<file path="config.mk">
export PLATFORM = sky130hd
export DESIGN_NAME = debug_dvalue_stream_decoder
export DESIGN_NICKNAME = d
export VERILOG_FILES = /design/src/rtl/ddsd_pkg.sv /design/src/rtl/ddsd_decoder.sv /design/src/rtl/ddsd_out_reg.sv /design/src/rtl/debug_dvalue_stream_decoder.sv
export SDC_FILE = /design/constraint.sdc
export NUM_CORES = 1
export LEC_CHECK = 0
export BUFFER_PORTS_ARGS = -buffer_cell sky130_fd_sc_hd__buf_2
export CAP_MARGIN = 5
export CELL_PAD_IN_SITES_DETAIL_PLACEMENT = 1
export CELL_PAD_IN_SITES_GLOBAL_PLACEMENT = 2
export CORE_MARGIN = 2
export CORE_UTILIZATION = 37
export CTS_BUF_LIST = sky130_fd_sc_hd__clkbuf_16
export CTS_CLUSTER_DIAMETER = 40
export DETAILED_ROUTE_END_ITERATION = 8
export GPL_ROUTABILITY_DRIVEN = 0
export PLACE_DENSITY = 0.78
export SLEW_MARGIN = 5
export SYNTH_ARGS = -nofsm -noshare
export SYNTH_HDL_FRONTEND = slang
export SYNTH_SLANG_ARGS = --single-unit
</file>
<file path="constraint.sdc">
create_clock -name clk -period 9.35 [get_ports clk]
set_clock_uncertainty 0.1 [all_clocks]
set_input_delay 0.4675 -clock clk [delete_from_list [all_inputs] [get_ports clk]]
set_output_delay 0.4675 -clock clk [all_outputs]
set_load 0.02 [all_outputs]
</file>
<file path="src/rtl/ddsd_pkg.sv">
`default_nettype none
package ddsd_pkg;

	typedef logic [3:0] kind_t;

	localparam kind_t K_INT     = 4'd5;
	localparam kind_t K_STRING  = 4'd6;
	localparam kind_t K_BUFFER  = 4'd7;
	localparam kind_t K_FLOAT   = 4'd8;
	localparam kind_t K_UNUSED  = 4'd9;
	localparam kind_t K_UNDEF   = 4'd10;
	localparam kind_t K_NULL    = 4'd11;
	localparam kind_t K_TRUE    = 4'd12;
	localparam kind_t K_FALSE   = 4'd13;
	localparam kind_t K_PAYLOAD = 4'd14;
	localparam kind_t K_BAD     = 4'd15;

	// initial byte codes
	localparam logic [7:0] B_MARKER_MAX = 8'h04;
	localparam logic [7:0] B_INT4       = 8'h10;
	localparam logic [7:0] B_STR4       = 8'h11;
	localparam logic [7:0] B_STR2       = 8'h12;
	localparam logic [7:0] B_BUF4       = 8'h13;
	localparam logic [7:0] B_BUF2       = 8'h14;
	localparam logic [7:0] B_UNUSED     = 8'h15;
	localparam logic [7:0] B_UNDEF      = 8'h16;
	localparam logic [7:0] B_NULL       = 8'h17;
	localparam logic [7:0] B_TRUE       = 8'h18;
	localparam logic [7:0] B_FALSE      = 8'h19;
	localparam logic [7:0] B_FLOAT      = 8'h1A;
	localparam logic [7:0] B_OBJECT     = 8'h1B;
	localparam logic [7:0] B_POINTER    = 8'h1C;
	localparam logic [7:0] B_LIGHTFUNC  = 8'h1D;
	localparam logic [7:0] B_HEAPPTR    = 8'h1E;
	localparam logic [7:0] B_SSTR_LO    = 8'h60;
	localparam logic [7:0] B_SSTR_HI    = 8'h7F;
	localparam logic [7:0] B_SINT_LO    = 8'h80;
	localparam logic [7:0] B_SINT_HI    = 8'hBF;
	localparam logic [7:0] B_LINT_LO    = 8'hC0;

	typedef enum logic [2:0] {
		PH_IDLE,
		PH_FIELD,
		PH_PREFIX,
		PH_SIZE,
		PH_SKIP,
		PH_PAYLOAD
	} phase_t;

	typedef struct packed {
		kind_t       kind;
		logic [31:0] int_or_length;
		logic [63:0] float_bits;
		logic [7:0]  payload_byte;
		logic        last_payload;
	} result_t;

endpackage
`default_nettype wire

</file>
<file path="src/rtl/ddsd_decoder.sv">
`default_nettype none
module ddsd_decoder
	import ddsd_pkg::*;
(
	input  wire logic       clk,
	input  wire logic       arst_n,
	input  wire logic       take,
	input  wire logic [7:0] stream_byte,
	output logic            res_valid,
	output result_t         res
);

	phase_t      phase_q, phase_d;
	logic [3:0]  fbl_q, fbl_d;
	logic [63:0] acc_q, acc_d;
	logic [31:0] plen_q, plen_d;
	kind_t       pkind_q, pkind_d;

	logic [63:0] acc_shift;
	logic [3:0]  fbl_dec;
	logic [31:0] plen_dec;
	logic [31:0] len_val;
	logic        payload_last;

	assign acc_shift    = {acc_q[55:0], stream_byte};
	assign fbl_dec      = fbl_q - 4'd1;
	assign plen_dec     = plen_q - 32'd1;
	assign len_val      = acc_shift[31:0];
	assign payload_last = (plen_q <= 32'd1);

	always_comb begin
		phase_d = phase_q;
		case (phase_q)
			PH_FIELD: begin
				if (fbl_dec == 4'd0) begin
					if ((pkind_q == K_STRING || pkind_q == K_BUFFER) && len_val != 32'd0)
						phase_d = PH_PAYLOAD;
					else
						phase_d = PH_IDLE;
				end
			end
			PH_PREFIX: begin
				if (fbl_dec == 4'd0)
					phase_d = PH_SIZE;
			end
			PH_SIZE: phase_d = (stream_byte == 8'd0) ? PH_IDLE : PH_SKIP;
			PH_SKIP: begin
				if (plen_dec == 32'd0)
					phase_d = PH_IDLE;
			end
			PH_PAYLOAD: begin
				if (payload_last)
					phase_d = PH_IDLE;
			end
			default: begin
				phase_d = PH_IDLE;
				case (stream_byte)
					B_INT4, B_STR4, B_STR2, B_BUF4, B_BUF2, B_FLOAT: phase_d = PH_FIELD;
					B_OBJECT, B_LIGHTFUNC: phase_d = PH_PREFIX;
					B_POINTER, B_HEAPPTR: phase_d = PH_SIZE;
					default: begin
						if (stream_byte >= B_SSTR_LO && stream_byte <= B_SSTR_HI
							&& stream_byte[4:0] != 5'd0)
							phase_d = PH_PAYLOAD;
						else if (stream_byte >= B_LINT_LO)
							phase_d = PH_FIELD;
					end
				endcase
			end
		endcase
	end

	// field, length and count registers
	always_comb begin
		fbl_d   = fbl_q;
		acc_d   = acc_q;
		plen_d  = plen_q;
		pkind_d = pkind_q;
		case (phase_q)
			PH_FIELD: begin
				acc_d = acc_shift;
				fbl_d = fbl_dec;
				if (fbl_dec == 4'd0 && (pkind_q == K_STRING || pkind_q == K_BUFFER))
					plen_d = len_val;
			end
			PH_PREFIX: fbl_d = fbl_dec;
			PH_SIZE: plen_d = {24'd0, stream_byte};
			PH_SKIP: plen_d = plen_dec;
			PH_PAYLOAD: plen_d = payload_last ? 32'd0 : plen_dec;
			default: begin
				case (stream_byte)
					B_INT4: begin
						pkind_d = K_INT; fbl_d = 4'd4; acc_d = 64'd0;
					end
					B_STR4: begin
						pkind_d = K_STRING; fbl_d = 4'd4; acc_d = 64'd0;
					end
					B_STR2: begin
						pkind_d = K_STRING; fbl_d = 4'd2; acc_d = 64'd0;
					end
					B_BUF4: begin
						pkind_d = K_BUFFER; fbl_d = 4'd4; acc_d = 64'd0;
					end
					B_BUF2: begin
						pkind_d = K_BUFFER; fbl_d = 4'd2; acc_d = 64'd0;
					end
					B_FLOAT: begin
						pkind_d = K_FLOAT; fbl_d = 4'd8; acc_d = 64'd0;
					end
					B_OBJECT: fbl_d = 4'd1;
					B_LIGHTFUNC: fbl_d = 4'd2;
					default: begin
						if (stream_byte >= B_SSTR_LO && stream_byte <= B_SSTR_HI)
							plen_d = {27'd0, stream_byte[4:0]};
						else if (stream_byte >= B_LINT_LO) begin
							pkind_d = K_INT;
							fbl_d   = 4'd1;
							acc_d   = {58'd0, stream_byte[5:0]};
						end
					end
				endcase
			end
		endcase
	end

	always_comb begin
		res_valid = 1'b0;
		res       = '0;
		case (phase_q)
			PH_FIELD: begin
				if (fbl_dec == 4'd0) begin
					res_valid = 1'b1;
					if (pkind_q == K_FLOAT) begin
						res.kind       = K_FLOAT;
						res.float_bits = acc_shift;
					end else if (pkind_q == K_STRING || pkind_q == K_BUFFER) begin
						res.kind          = pkind_q;
						res.int_or_length = len_val;
					end else begin
						res.kind          = K_INT;
						res.int_or_length = len_val;
					end
				end
			end
			PH_PREFIX: res_valid = 1'b0;
			PH_SIZE: begin
				if (stream_byte == 8'd0) begin
					res_valid = 1'b1;
					res.kind  = K_UNUSED;
				end
			end
			PH_SKIP: begin
				if (plen_dec == 32'd0) begin
					res_valid = 1'b1;
					res.kind  = K_UNUSED;
				end
			end
			PH_PAYLOAD: begin
				res_valid        = 1'b1;
				res.kind         = K_PAYLOAD;
				res.payload_byte = stream_byte;
				res.last_payload = payload_last;
			end
			default: begin
				res_valid = 1'b1;
				case (stream_byte)
					B_INT4, B_STR4, B_STR2, B_BUF4, B_BUF2, B_FLOAT,
					B_OBJECT, B_LIGHTFUNC, B_POINTER, B_HEAPPTR: res_valid = 1'b0;
					B_UNUSED: res.kind = K_UNUSED;
					B_UNDEF:  res.kind = K_UNDEF;
					B_NULL:   res.kind = K_NULL;
					B_TRUE:   res.kind = K_TRUE;
					B_FALSE:  res.kind = K_FALSE;
					default: begin
						if (stream_byte <= B_MARKER_MAX)
							res.kind = stream_byte[3:0];
						else if (stream_byte >= B_SSTR_LO && stream_byte <= B_SSTR_HI) begin
							res.kind          = K_STRING;
							res.int_or_length = {27'd0, stream_byte[4:0]};
						end else if (stream_byte >= B_SINT_LO && stream_byte <= B_SINT_HI) begin
							res.kind          = K_INT;
							res.int_or_length = {26'd0, stream_byte[5:0]};
						end else if (stream_byte >= B_LINT_LO)
							res_valid = 1'b0;
						else
							res.kind = K_BAD;
					end
				endcase
			end
		endcase
	end

	always_ff @(posedge clk or negedge arst_n) begin
		if (!arst_n) begin
			phase_q <= PH_IDLE;
			fbl_q   <= '0;
			acc_q   <= '0;
			plen_q  <= '0;
			pkind_q <= '0;
		end else if (take) begin
			phase_q <= phase_d;
			fbl_q   <= fbl_d;
			acc_q   <= acc_d;
			plen_q  <= plen_d;
			pkind_q <= pkind_d;
		end
	end

`ifndef SYNTHESIS
	a_payload_count: assert property (@(posedge clk) disable iff (!arst_n)
		phase_q == PH_PAYLOAD |-> plen_q != 32'd0)
		else $error("payload phase with zero bytes left");
	a_skip_count: assert property (@(posedge clk) disable iff (!arst_n)
		phase_q == PH_SKIP |-> plen_q != 32'd0)
		else $error("skip phase with zero bytes left");
	a_field_count: assert property (@(posedge clk) disable iff (!arst_n)
		(phase_q == PH_FIELD || phase_q == PH_PREFIX) |-> fbl_q != 4'd0)
		else $error("field phase with zero bytes left");
	a_payload_kind: assert property (@(posedge clk) disable iff (!arst_n)
		(res_valid && res.kind == K_PAYLOAD) |-> phase_q == PH_PAYLOAD)
		else $error("payload item outside payload phase");
`endif

endmodule
`default_nettype wire

</file>
<file path="src/rtl/ddsd_out_reg.sv">
`default_nettype none
module ddsd_out_reg
	import ddsd_pkg::*;
(
	input  wire logic     clk,
	input  wire logic     arst_n,
	input  wire logic     load,
	input  wire result_t  res,
	input  wire logic     result_stall,
	output logic          result_valid,
	output result_t       res_q,
	output logic          busy
);

	logic valid_q;

	// upstream may move whenever the slot is empty or drains this cycle
	assign busy         = valid_q && result_stall;
	assign result_valid = valid_q;

	always_ff @(posedge clk or negedge arst_n) begin
		if (!arst_n)
			valid_q <= 1'b0;
		else if (load)
			valid_q <= 1'b1;
		else if (!result_stall)
			valid_q <= 1'b0;
	end

	always_ff @(posedge clk) begin
		if (load)
			res_q <= res;
	end

`ifndef SYNTHESIS
	a_no_overwrite: assert property (@(posedge clk) disable iff (!arst_n)
		load |-> !busy)
		else $error("result register overwritten while stalled");
	a_load_shows: assert property (@(posedge clk) disable iff (!arst_n)
		load |=> valid_q)
		else $error("loaded item not presented");
	a_hold_stalled: assert property (@(posedge clk) disable iff (!arst_n)
		busy |=> valid_q && $stable(res_q))
		else $error("stalled item lost");
`endif

endmodule
`default_nettype wire

</file>
<file path="src/rtl/debug_dvalue_stream_decoder.sv">
`default_nettype none
// Decodes a debug-link byte stream into tagged values, one byte per cycle.
// A byte is taken on every cycle that stream_valid is high, except while a
// finished item sits stalled in the result register (stream_stall is then
// high). Each byte yields at most one item, which appears on the result
// ports the cycle after the byte is taken: markers and constants at once,
// int/string/buffer/float descriptors on the last byte of their field, one
// payload_byte item per string or buffer byte, and an unused item after the
// last skipped byte of object, pointer, lightfunc and heap-pointer values.
// Unknown initial bytes give a bad-byte item. Sustained rate is one byte per
// clock while result_stall is low, through the single result register.
module debug_dvalue_stream_decoder
	import ddsd_pkg::*;
(
	input  wire logic        clk,
	input  wire logic        arst_n,
	input  wire logic        stream_valid,
	output logic             stream_stall,
	input  wire logic [7:0]  stream_byte,
	output logic             result_valid,
	input  wire logic        result_stall,
	output logic [3:0]       kind,
	output logic signed [31:0] int_or_length,
	output logic [63:0]      float_bits,
	output logic [7:0]       payload_byte,
	output logic             last_payload
);

	logic    take;
	logic    dec_valid;
	result_t dec_res;
	result_t out_res;
	logic    busy;

	assign stream_stall = busy;
	assign take         = stream_valid && !busy;

	ddsd_decoder u_decoder (
		.clk         (clk),
		.arst_n      (arst_n),
		.take        (take),
		.stream_byte (stream_byte),
		.res_valid   (dec_valid),
		.res         (dec_res)
	);

	ddsd_out_reg u_out_reg (
		.clk          (clk),
		.arst_n       (arst_n),
		.load         (take && dec_valid),
		.res          (dec_res),
		.result_stall (result_stall),
		.result_valid (result_valid),
		.res_q        (out_res),
		.busy         (busy)
	);

	assign kind          = out_res.kind;
	assign int_or_length = $signed(out_res.int_or_length);
	assign float_bits    = out_res.float_bits;
	assign payload_byte  = out_res.payload_byte;
	assign last_payload  = out_res.last_payload;

endmodule
`default_nettype wire
</file>
* Word level (Yosys, flattened, before mapping)
Cells that the tools add are included.
Word-level totals: register bits after elaboration 209, bits of input ports 12, output and inout port bits 111, logic and storage cells 153
Cells by class: add/sub/neg operators 2, order comparisons 7, equality and inequality tests 34, multiplexer cells 54, bitwise operators 5, reduce and logical (&&, ||, !) cells 40
Operator list (count):
- 2-to-1 mux 32 bit | 7
- one-hot mux 56 bit (2 select lines) | 2
- one-hot mux 32 bit (5 select lines) | 1
- == test 8 x 5 -> 1 bit (second input constant) | 15
- 2-to-1 mux 56 bit | 2
- 2-to-1 mux 100 bit | 1
- 2-to-1 mux 36 bit | 2
- 2-to-1 mux 64 bit | 1
- one-hot mux 32 bit (2 select lines) | 1
- 2-to-1 mux 4 bit | 10
- one-hot mux 4 bit (5 select lines) | 2
- <= comparator 32 x 1 -> 1 bit (second input constant) | 1
- logical NOT 32 bit | 1
- nonzero test 32 bit | 1
- subtractor 32 x 1 -> 32 bit (second input constant) | 1
- one-hot mux 4 bit (6 select lines) | 1
- 2-to-1 mux 3 bit | 7
- AND reduction 5 bit | 4
- >= comparator 8 bit (second input constant) | 2
- one-hot mux 4 bit (4 select lines) | 1
- one-hot mux 3 bit (5 select lines) | 1
- nonzero test 5 bit | 3
- OR reduction 15 bit | 1
- inequality test 2 x 1 -> 1 bit (second input constant) | 7
- 37 further kinds | 67

* Longest topological paths before layout
Gate-level depths: netlist of run 1.
depth in word-level cells 9, mapped depth 12, mapped depth without buffers 9

* Hierarchy
Synthesis of run 1 repeated with hierarchy kept, for this count alone.
Unflattened totals: cell total of the unflattened synthesis 932, area, all modules 9900.7 um^2
Modules (own cells, without submodules):
- ddsd_decoder | times used 1, cells an instance 818, area an instance 6573.8 um^2, sequential area each 2477.4 um^2
- ddsd_out_reg | times used 1, cells an instance 112, area an instance 3311.9 um^2, sequential area each 3298.2 um^2
- debug_dvalue_stream_decoder | times used 1, cells an instance 2, area an instance 15.0 um^2, sequential area each 0.0 um^2

* Worst setup path before layout of run 1
Ideal clock, no wire load.
path kind register -> register, from register u_decoder.plen_q[0], to register u_out_reg.res_q[0] in the netlist's numbering, enable pin, library setup time 0.642 ns, arrival 7.881 ns, data required time 8.608 ns, slack 0.728 ns, cell stages (with the launch flop) 10, buffers on the path 0, period minus slack after synthesis 8.622 ns, path through dfrtp_1 -> inv_1 -> ha_1 -> or3b_1 -> nor3_1 -> a21oi_1 -> o32a_1 -> nor4_1 -> nand4_1 -> a31oi_1
Between the ends: longest elaborated chain between the ends 5
RTL lines:
- start: declaration | RTL line ddsd_decoder.sv:16 | logic [31:0] plen_q, plen_d;
- start signal: assignment | RTL line ddsd_decoder.sv:204 | plen_q <= plen_d;
- subtractor 32 x 1 -> 32 bit | RTL line ddsd_decoder.sv:27 | assign plen_dec = plen_q - 32'd1;
- logical NOT 32 bit | RTL line ddsd_decoder.sv:153 | if (plen_dec == 32'd0) begin
- 2-to-1 mux 1 bit | RTL line ddsd_decoder.sv:153
- one-hot mux 1 bit (5 select lines) | RTL line ddsd_decoder.sv:129 | case (phase_q)
- logical AND 1 bit | RTL line debug_dvalue_stream_decoder.sv:50 | .load (take && dec_valid),
- via u_out_reg.load | RTL line ddsd_out_reg.sv:7 | input wire logic load,
- end signal: assignment | RTL line ddsd_out_reg.sv:32 | res_q <= res;
- end: declaration | RTL line ddsd_out_reg.sv:11 | output result_t res_q,
The timed path passes the listed nets, and every way through them passes these cells. A chain may end at the register's enable or synchronous reset.

* Worst setup path after layout of run 1
from register u_decoder.plen_q[1], to register u_out_reg.res_q[52] in the netlist's numbering, enable pin
The elaborated chain is that of the path after synthesis.

==> results of run 1 <==
==> cells in the final DEF (no fill, tap or decap), types with 34 or more instances in the layout <==
| cell type | instances |
|---|---|
| a21oi_1 | 41 |
| and2_1 | 91 |
| buf_2 | 121 |
| clkbuf_16 | 34 |
| dfrtp_1 | 100 |
| edfxtp_1 | 109 |
| nand2_1 | 167 |
| nand3_1 | 46 |
| nor2_1 | 50 |
| o21ai_0 | 82 |
==> report_power, final <==
group | internal [mW] | switching, mW | leakage, nW
registers | 1.05 | 0.169 | 2.34
clock network | 0.894 | 0.460 | 0.602
logic | 0.210 | 0.328 | 2.10
total | 2.15 | 0.958 | 5.04
==> worst max-delay path by stage <==
stage,cells after the start,end,slack [ns]
6_report,10,u_out_reg.res_q[52]$_SDFFCE_PN0P_,4.21
3_5_place_dp,10,u_out_reg.res_q[59]$_SDFFCE_PN0P_,4.28
5_1_grt,10,u_out_reg.res_q[52]$_SDFFCE_PN0P_,3.81
3_3_place_gp,10,u_out_reg.res_q[49]$_SDFFCE_PN0P_,4.48
4_1_cts,10,u_out_reg.res_q[51]$_SDFFCE_PN0P_,4.24
2_1_floorplan,9,u_out_reg.res_q[0]$_SDFFCE_PN0P_,0.73
==> layer usage <==
layer,global-route usage (%),up-vias,share of wire [%]
met4,5.27,0,1.6
met5,0,-,0
met1,31.6,4258,47
met3,3.19,40,4.7
met2,36.6,234,47
li1,-,3884,-
==> cell type report <==
class,instances,area (sq um)
Fill cell,3137,15200
Multi-Input combinational cell,727,4190
Timing Repair Buffer,131,683
Inverter,21,78.8
Tap cell,378,473
Clock buffer,34,851
Sequential cell,209,5780
Clock inverter,28,382
==> what timing repair did <==
item                                   in CTS  in global routing
endpoints found under the hold margin      28                  0
gates resized for setup                     0                  0
hold buffers                                1                  0
==> kinds of logic after synthesis <==
| group | after synthesis |
|---|---|
| compound gates | 211 |
| xor+xnor | 15 |
| fa+ha+maj | 7 |
| buf+inv | 90 |
| flops | 209 |
| mux | 6 |
| simple gates | 488 |
==> flip-flops by register name, summed over array words and instances, names as in the netlist <==
register / count
u_out_reg.res_q: 109
u_decoder.acc_q: 56
u_decoder.plen_q: 32
u_decoder.fbl_q: 4
u_decoder.pkind_q: 4
u_decoder.phase_q: 3
u_out_reg.result_valid: 1
==> cell usage after synthesis (7+ instances only) <==
library cell,n
nand2_1,167
edfxtp_1,109
dfrtp_1,100
and2_1,91
o21ai_0,82
nor2_1,51
clkbuf_1,50
nand3_1,46
a21oi_1,43
nor4_1,23
inv_1,20
nor3_1,19
nand4_1,17
buf_2,15
or3_1,14
o21a_1,11
a21boi_0,9
nand2b_1,8
xor2_1,8
a31oi_1,7
and3_1,7
o41ai_1,7
xnor2_1,7
==> worst max-delay path, stage by stage (launching register included) <==
cell and delay (ns):
dfrtp_1 0.44, inv_1 0.13, ha_1 0.32, nor3b_2 0.48, nand3_1 0.39, nor3_2 0.51
nand3b_1 0.23, a211oi_2 0.29, nand4_1 0.37, a31oi_4 0.82, buf_4 0.64
==> stage by stage <==
| stage | utilization [%] | cells | power [mW] |
|---|---|---|---|
| 2_1_floorplan | - | 1026 | 1.59 |
| 3_3_place_gp | 40.5 | 1465 | 1.75 |
| 3_5_place_dp | 40.5 | 1465 | 1.76 |
| 4_1_cts | 45.0 | 1528 | 3.13 |
| 5_1_grt | 45.0 | 1528 | 3.25 |
| 6_report | 45.0 | 1528 | 3.11 |
==> flow_metrics.tcl, run 1 <==
set metrics [dict create \
    worstSetupEndpointType "flip-flop" \
    worst-path-max-fanout 49 \
    vias 8416 \
    nNetsFinal 1142 \
    coreArea_sq_um 27600 \
    cts_setup_buffers 0 \
    ys_top_cells_by_area "edfxtp_1 (32%), dfrtp_1 (24%), nand2_1 (6.1%), and2_1 (5.5%), o21ai_0 (4.0%)" \
    min_from "stream_byte[4]" \
    worst_slew_pin_slew_ns 1.05 \
    synth_edf_count 109 \
    synthFlopType "edfxtp_1" \
    slew_violations 0 \
    vias_per_cell 5.51 \
    whs_path_depth 3 \
    yosys_register_bits 209 \
    track_usage_pct 22.4 \
    layout-drive-gt1-share_pct 19.1 \
    die_h_microns 171 \
    maxCapViolCount 0 \
    cts_tree "done" \
    rr_endpoint "u_out_reg.res_q[52]$_SDFFCE_PN0P_" \
    placementRows 61 \
    finalSetupTns_ns 0 \
    drt_iter0_markers 684 \
    place_ws_ns 4.28 \
    io-pin-count 123 \
    hold_path_class "in -> reg" \
    drtPass1Iterations 6 \
    cts_buffers 34 \
    cp.required_ns 9.38 \
    power.density_nw_per_um2 250 \
    synthSimpleGateAreaFrac_pct 24.7 \
    startpoint "u_decoder.plen_q[1]$_DFFE_PN0P_" \
    synth_top_cell_by_area "edfxtp_1" \
    cts_buffer_depth 3 \
    r2r_slack_ns 4.21 \
    async_flop_share_pct 47.8 \
    reg2regPathDepth 10 \
    p_leak_nw 5.04 \
    dp_hpwl_microns 22300 \
    syn2layout_area_growth_pct 20.6 \
    avgRoutedWirePerCell_microns 21.3 \
    antenna_found_initial 0 \
    overflow 0 \
    initial_core_util_pct 37.3 \
    status "finished, final reports clean" \
    clk-insertion-delay-late_ns 0.50 \
    muxShareOfSynthArea_pct 0.631 \
    r2r_start "u_decoder.plen_q[1]$_DFFE_PN0P_" \
    port_buffers 122 \
    final_hold_viol_count 0 \
    htreeDepth 2 \
    worstPathArrival_ns 5.17 \
    relSlewSlack_pct 30.0 \
    die_x_microns 171 \
    fin_ws_ns 4.21 \
    synth_sequential_area_ratio_pct 56.0 \
    fin_area_sq_um 12400 \
    startpoint_type "flip-flop" \
    drc_errors 0 \
    path_clk_slew_ns 0.06 \
    fmax_mhz 195 \
    synthCells 1026 \
    setup_violations 0 \
    ys_warn_count 0 \
    fin_crit_sh_pct 54.9 \
    synth-xor-area-share_pct 1.27 \
    placed_cell_area_sq_um 11200 \
    grt_pass1_vias 8547 \
    rsz0062_at_grt "no" \
    min_period_ns 5.14 \
    synthDistinctLibCells 72 \
    syn_area_sq_um 10300 \
    hold-path-endpoint "u_decoder.acc_q[4]$_DFFE_PN0P_" \
    root_buffer "clkbuf_16" \
    synth_top_family_by_area "simple AND/OR/NAND/NOR gates" \
    grt_first_pass_wirelength_microns 50400 \
    peakVddDrop_mv 0.120 \
    cts.sinks 209 \
    hold_ws_ns 0.240 \
    synth_nets 1044 \
    synth_area_per_cell_sq_um 10.0 \
    dieArea_sq_um 29200 \
    grt_max_degree 81 \
    synth-adder-area-share_pct 0.825 \
    worstSetupPathType "reg -> reg" \
    final_antenna_net_count 0 \
    drt-total-wl_microns 32600 \
    netlist.area_leader.share_pct 31.7 \
    synth_compound_area_share_pct 12.9 \
    diodes 0 \
]
(Power assumes the default switching activity.)
==> run 2, diff against run 1 <==
- ABC_AREA: default -> 1
- CORE_UTILIZATION: 37 -> 36
- PLACE_DENSITY: 0.78 -> 0.79
- clock period: 9.35 -> 4.8 ns (I/O delays scaled with it)
==> run 2 against run 1 <==
Synthesized area down 2.9%. Global-route usage down 0.78 points. Sequential power rose by 140%. Via count decreased by 1.9%. Maximum frequency increased by 41%. Design area decreased by 1.7%. Final cell count rose by 7.8%. Flip-flop and latch count unchanged. Critical path type unchanged. Largest cell class unchanged. Largest power group is now combinational cells.
==> flow_metrics.tcl, run 2 <==
set metrics [dict create \
    final_cell_mix "nor2_1 (200), nand2_1 (178), inv_1 (134)" \
    vias 8256 \
    power.switching_mw 4.00 \
    ys_top_cells_by_area "edfxtp_1 (33%), dfrtp_1 (25%), nor2_1 (7.5%), nand2_1 (6.7%), inv_1 (4.8%)" \
    die_x_microns 171 \
    grt_first_pass_wirelength_microns 48400 \
    cts_hold_buf 2 \
    slowest_stage "inv_4" \
    diodes 0 \
    synthCells 1111 \
    placementRows 61 \
    place_inst 1581 \
    netlist.area_leader.share_pct 32.7 \
    min_period_ns 3.65 \
    die_h_microns 171 \
    coreArea_sq_um 27600 \
    cts_tree "done" \
    grt_max_degree 109 \
    yosysMostFrequentCell "nor2_1" \
    post_cts_resize_count 0 \
    worst_slew_pin_slew_ns 0.963 \
    status "finished, final reports clean" \
    syn_area_sq_um 10000 \
    clk-insertion-delay-late_ns 0.52 \
    dieArea_sq_um 29200 \
    p_leak_nw 5.32 \
    vias_per_cell 5.01 \
    hold_path_class "in -> reg" \
    power_frac_comb_pct 39.4 \
    worstPathArrival_ns 3.75 \
    async_flop_share_pct 47.8 \
    syn2layout_area_growth_pct 22.2 \
    layout-drive-gt1-share_pct 19.0 \
    cts_setup_buffers 0 \
    drt-total-wl_microns 31200 \
    whs_path_depth 3 \
    fin_cells 1647 \
    ys_warn_count 0 \
    final_antenna_net_count 0 \
    root_buffer "clkbuf_16" \
    io-pin-count 123 \
    cts.sinks 209 \
    htreeDepth 2 \
    setup_violations 0 \
    drc_errors 0 \
    p_int_mw 5.20 \
    regMostFlops "u_out_reg.res_q" \
    worstSetupPathType "reg -> reg" \
    worstSetupEndpointType "flip-flop" \
    largest_registers "u_out_reg.res_q: 109 flops, u_decoder.acc_q: 56 flops, u_decoder.plen_q: 32 flops" \
    reg2regPathDepth 15 \
    worst-path-max-fanout 43 \
    synth_common_cells "nor2_1 (200), nand2_1 (179), inv_1 (129)" \
    yosys_register_bits 209 \
    final_common_cell "nor2_1" \
    switching_share_pct 43.5 \
    synth_sequential_area_ratio_pct 57.7 \
    synth_area_per_cell_sq_um 9.01 \
    overflow 0 \
    fin_area_sq_um 12200 \
    utilization_pct 44.4 \
    initial_core_util_pct 36.3 \
    nNetsFinal 1260 \
    r2r_slack_ns 1.15 \
    hold-path-endpoint "u_decoder.acc_q[3]$_DFFE_PN0P_" \
    startpoint_type "flip-flop" \
    total_power_mw 9.19 \
    power.density_nw_per_um2 752 \
    avgRoutedWirePerCell_microns 18.9 \
    fmax_mhz 274 \
    cp.required_ns 4.90 \
    fin_crit_sh_pct 76.1 \
    grt_pass1_vias 8453 \
    synthFlopType "edfxtp_1" \
    synthDistinctLibCells 45 \
    synth_nets 1129 \
    synth_top_cell_by_area "edfxtp_1" \
    antenna_found_initial 0 \
    drt_iter0_markers 641 \
    dp_hpwl_microns 22300 \
    placed_cell_area_sq_um 11000 \
    synth_edf_count 109 \
    rr_endpoint "u_out_reg.res_q[104]$_DFFE_PP_" \
    crit_path_cell_trace "inv_1, ha_1, nand2_4, nor2_8, nand2_4, o21ai_1, nand2_1, nor2_1, nand2_1, nor2_2, nand4_1, nand4_1, nand2_1, inv_4, buf_4" \
    seqPwrFrac_pct 32.2 \
    final_hold_viol_count 0 \
    finalSetupTns_ns 0 \
    peakVddDrop_mv 0.290 \
    min_from "stream_byte[3]" \
    port_buffers 122 \
    path_clk_slew_ns 0.06 \
    cts_buffers 35 \
    cts_buffer_depth 3 \
    slew_violations 0 \
    largest_reg_flops 109 \
    crit_path_max_incr_delay_ns 0.42 \
    rsz0062_at_grt "no" \
    p_clk_share_pct 28.3 \
    drtPass1Iterations 4 \
    maxCapViolCount 0 \
    r2r_start "u_decoder.plen_q[0]$_DFFE_PN0P_" \
    cp_common_cell "nand2_1" \
    relSlewSlack_pct 35.8 \
    track_usage_pct 21.6 \
]
run 2: cell count changes after synthesis, moves of 16 or more:
| cell | previous run | this run |
|---|---|---|
| nor4_1 | 23 | 7 |
| a22oi_1 | 3 | 21 |
| o21ai_1 | 1 | 36 |
| clkbuf_1 | 50 | 15 |
| nand3_1 | 46 | 86 |
| nor2_1 | 51 | 200 |
| a21oi_1 | 43 | 15 |
| inv_1 | 20 | 129 |
| and2_1 | 91 | 3 |
run 2: logic make-up after synthesis:
| kind of cell | after synthesis | share of synthesized area [%] |
|---|---|---|
| AOI/OAI and AO/OA | 176 | 10.0 |
| xor gates and xnor gates | 4 | 0.350 |
| adders and majority gates | 6 | 0.750 |
| buffers and inverters | 183 | 7.45 |
| DFF | 209 | 57.7 |
| muxes | 1 | 0.112 |
| and+or+nand+nor | 532 | 23.6 |
run 2: through the flow:
| stage | hold WS (ns) | setup WS [ns] |
|---|---|---|
| global route | 0.0380 | 0.775 |
| finish | 0.0345 | 1.15 |
| floorplan | -0.156 | 0.246 |
| CTS | 0.0282 | 1.11 |
| detailed placement | 0.260 | 1.09 |
| global placement | 0.258 | 1.23 |
run 2: power by group through the flow:
stage	Clock (mW)	Combinational, mW	Sequential (mW)
after floorplan	0	2.09	3.33
after global placement	0	3.59	2.97
after detailed placement	0	3.64	2.99
after CTS	2.66	3.66	2.97
after global routing	2.72	4.03	3.02
final	2.61	3.63	2.96
run 2: per-layer routing:
layer  wire (microns)  GRT usage (%)  vias up
met4              612           5.72        0
met1            14800           30.8     4078
met2            14600           34.9      174
met5                0              0        -
li1                 -              -     3959
met3             1180           2.78       45
run 2: final cells by class:
type	count	area [sq um]
multi-input combinational	719	3490
sequential	209	5780
clock buffer	36	901
clock inverter	28	329
timing repair buffer	133	713
inverter	144	546
tap	378	473
fill	3191	15300
run 2: critical path: cells and delay by family (launching register included):
kind	cells	cell delay [ns]
AO/OA/AOI/OAI	1	0.14
adder cells (fa/ha/maj)	1	0.32
buffers and inverters	3	0.96
flip-flops	1	0.40
AND/OR/NAND/NOR	10	1.38
run 2: how the worst max path moves through the flow:
| stage | slack (ns) | endpoint | from |
|---|---|---|---|
| finish | 1.15 | u_out_reg.res_q[104]$_DFFE_PP_ | u_decoder.plen_q[0]$_DFFE_PN0P_ |
| global route | 0.78 | u_out_reg.res_q[54]$_SDFFCE_PN0P_ | u_decoder.plen_q[0]$_DFFE_PN0P_ |
| CTS | 1.11 | u_out_reg.res_q[70]$_SDFFCE_PN0P_ | u_decoder.plen_q[0]$_DFFE_PN0P_ |
| detailed placement | 1.09 | u_out_reg.res_q[104]$_DFFE_PP_ | u_decoder.plen_q[0]$_DFFE_PN0P_ |
| global placement | 1.23 | u_out_reg.res_q[58]$_SDFFCE_PN0P_ | u_decoder.plen_q[0]$_DFFE_PN0P_ |
| floorplan | 0.25 | u_out_reg.res_q[0]$_SDFFCE_PN0P_ | u_decoder.plen_q[0]$_DFFE_PN0P_ |
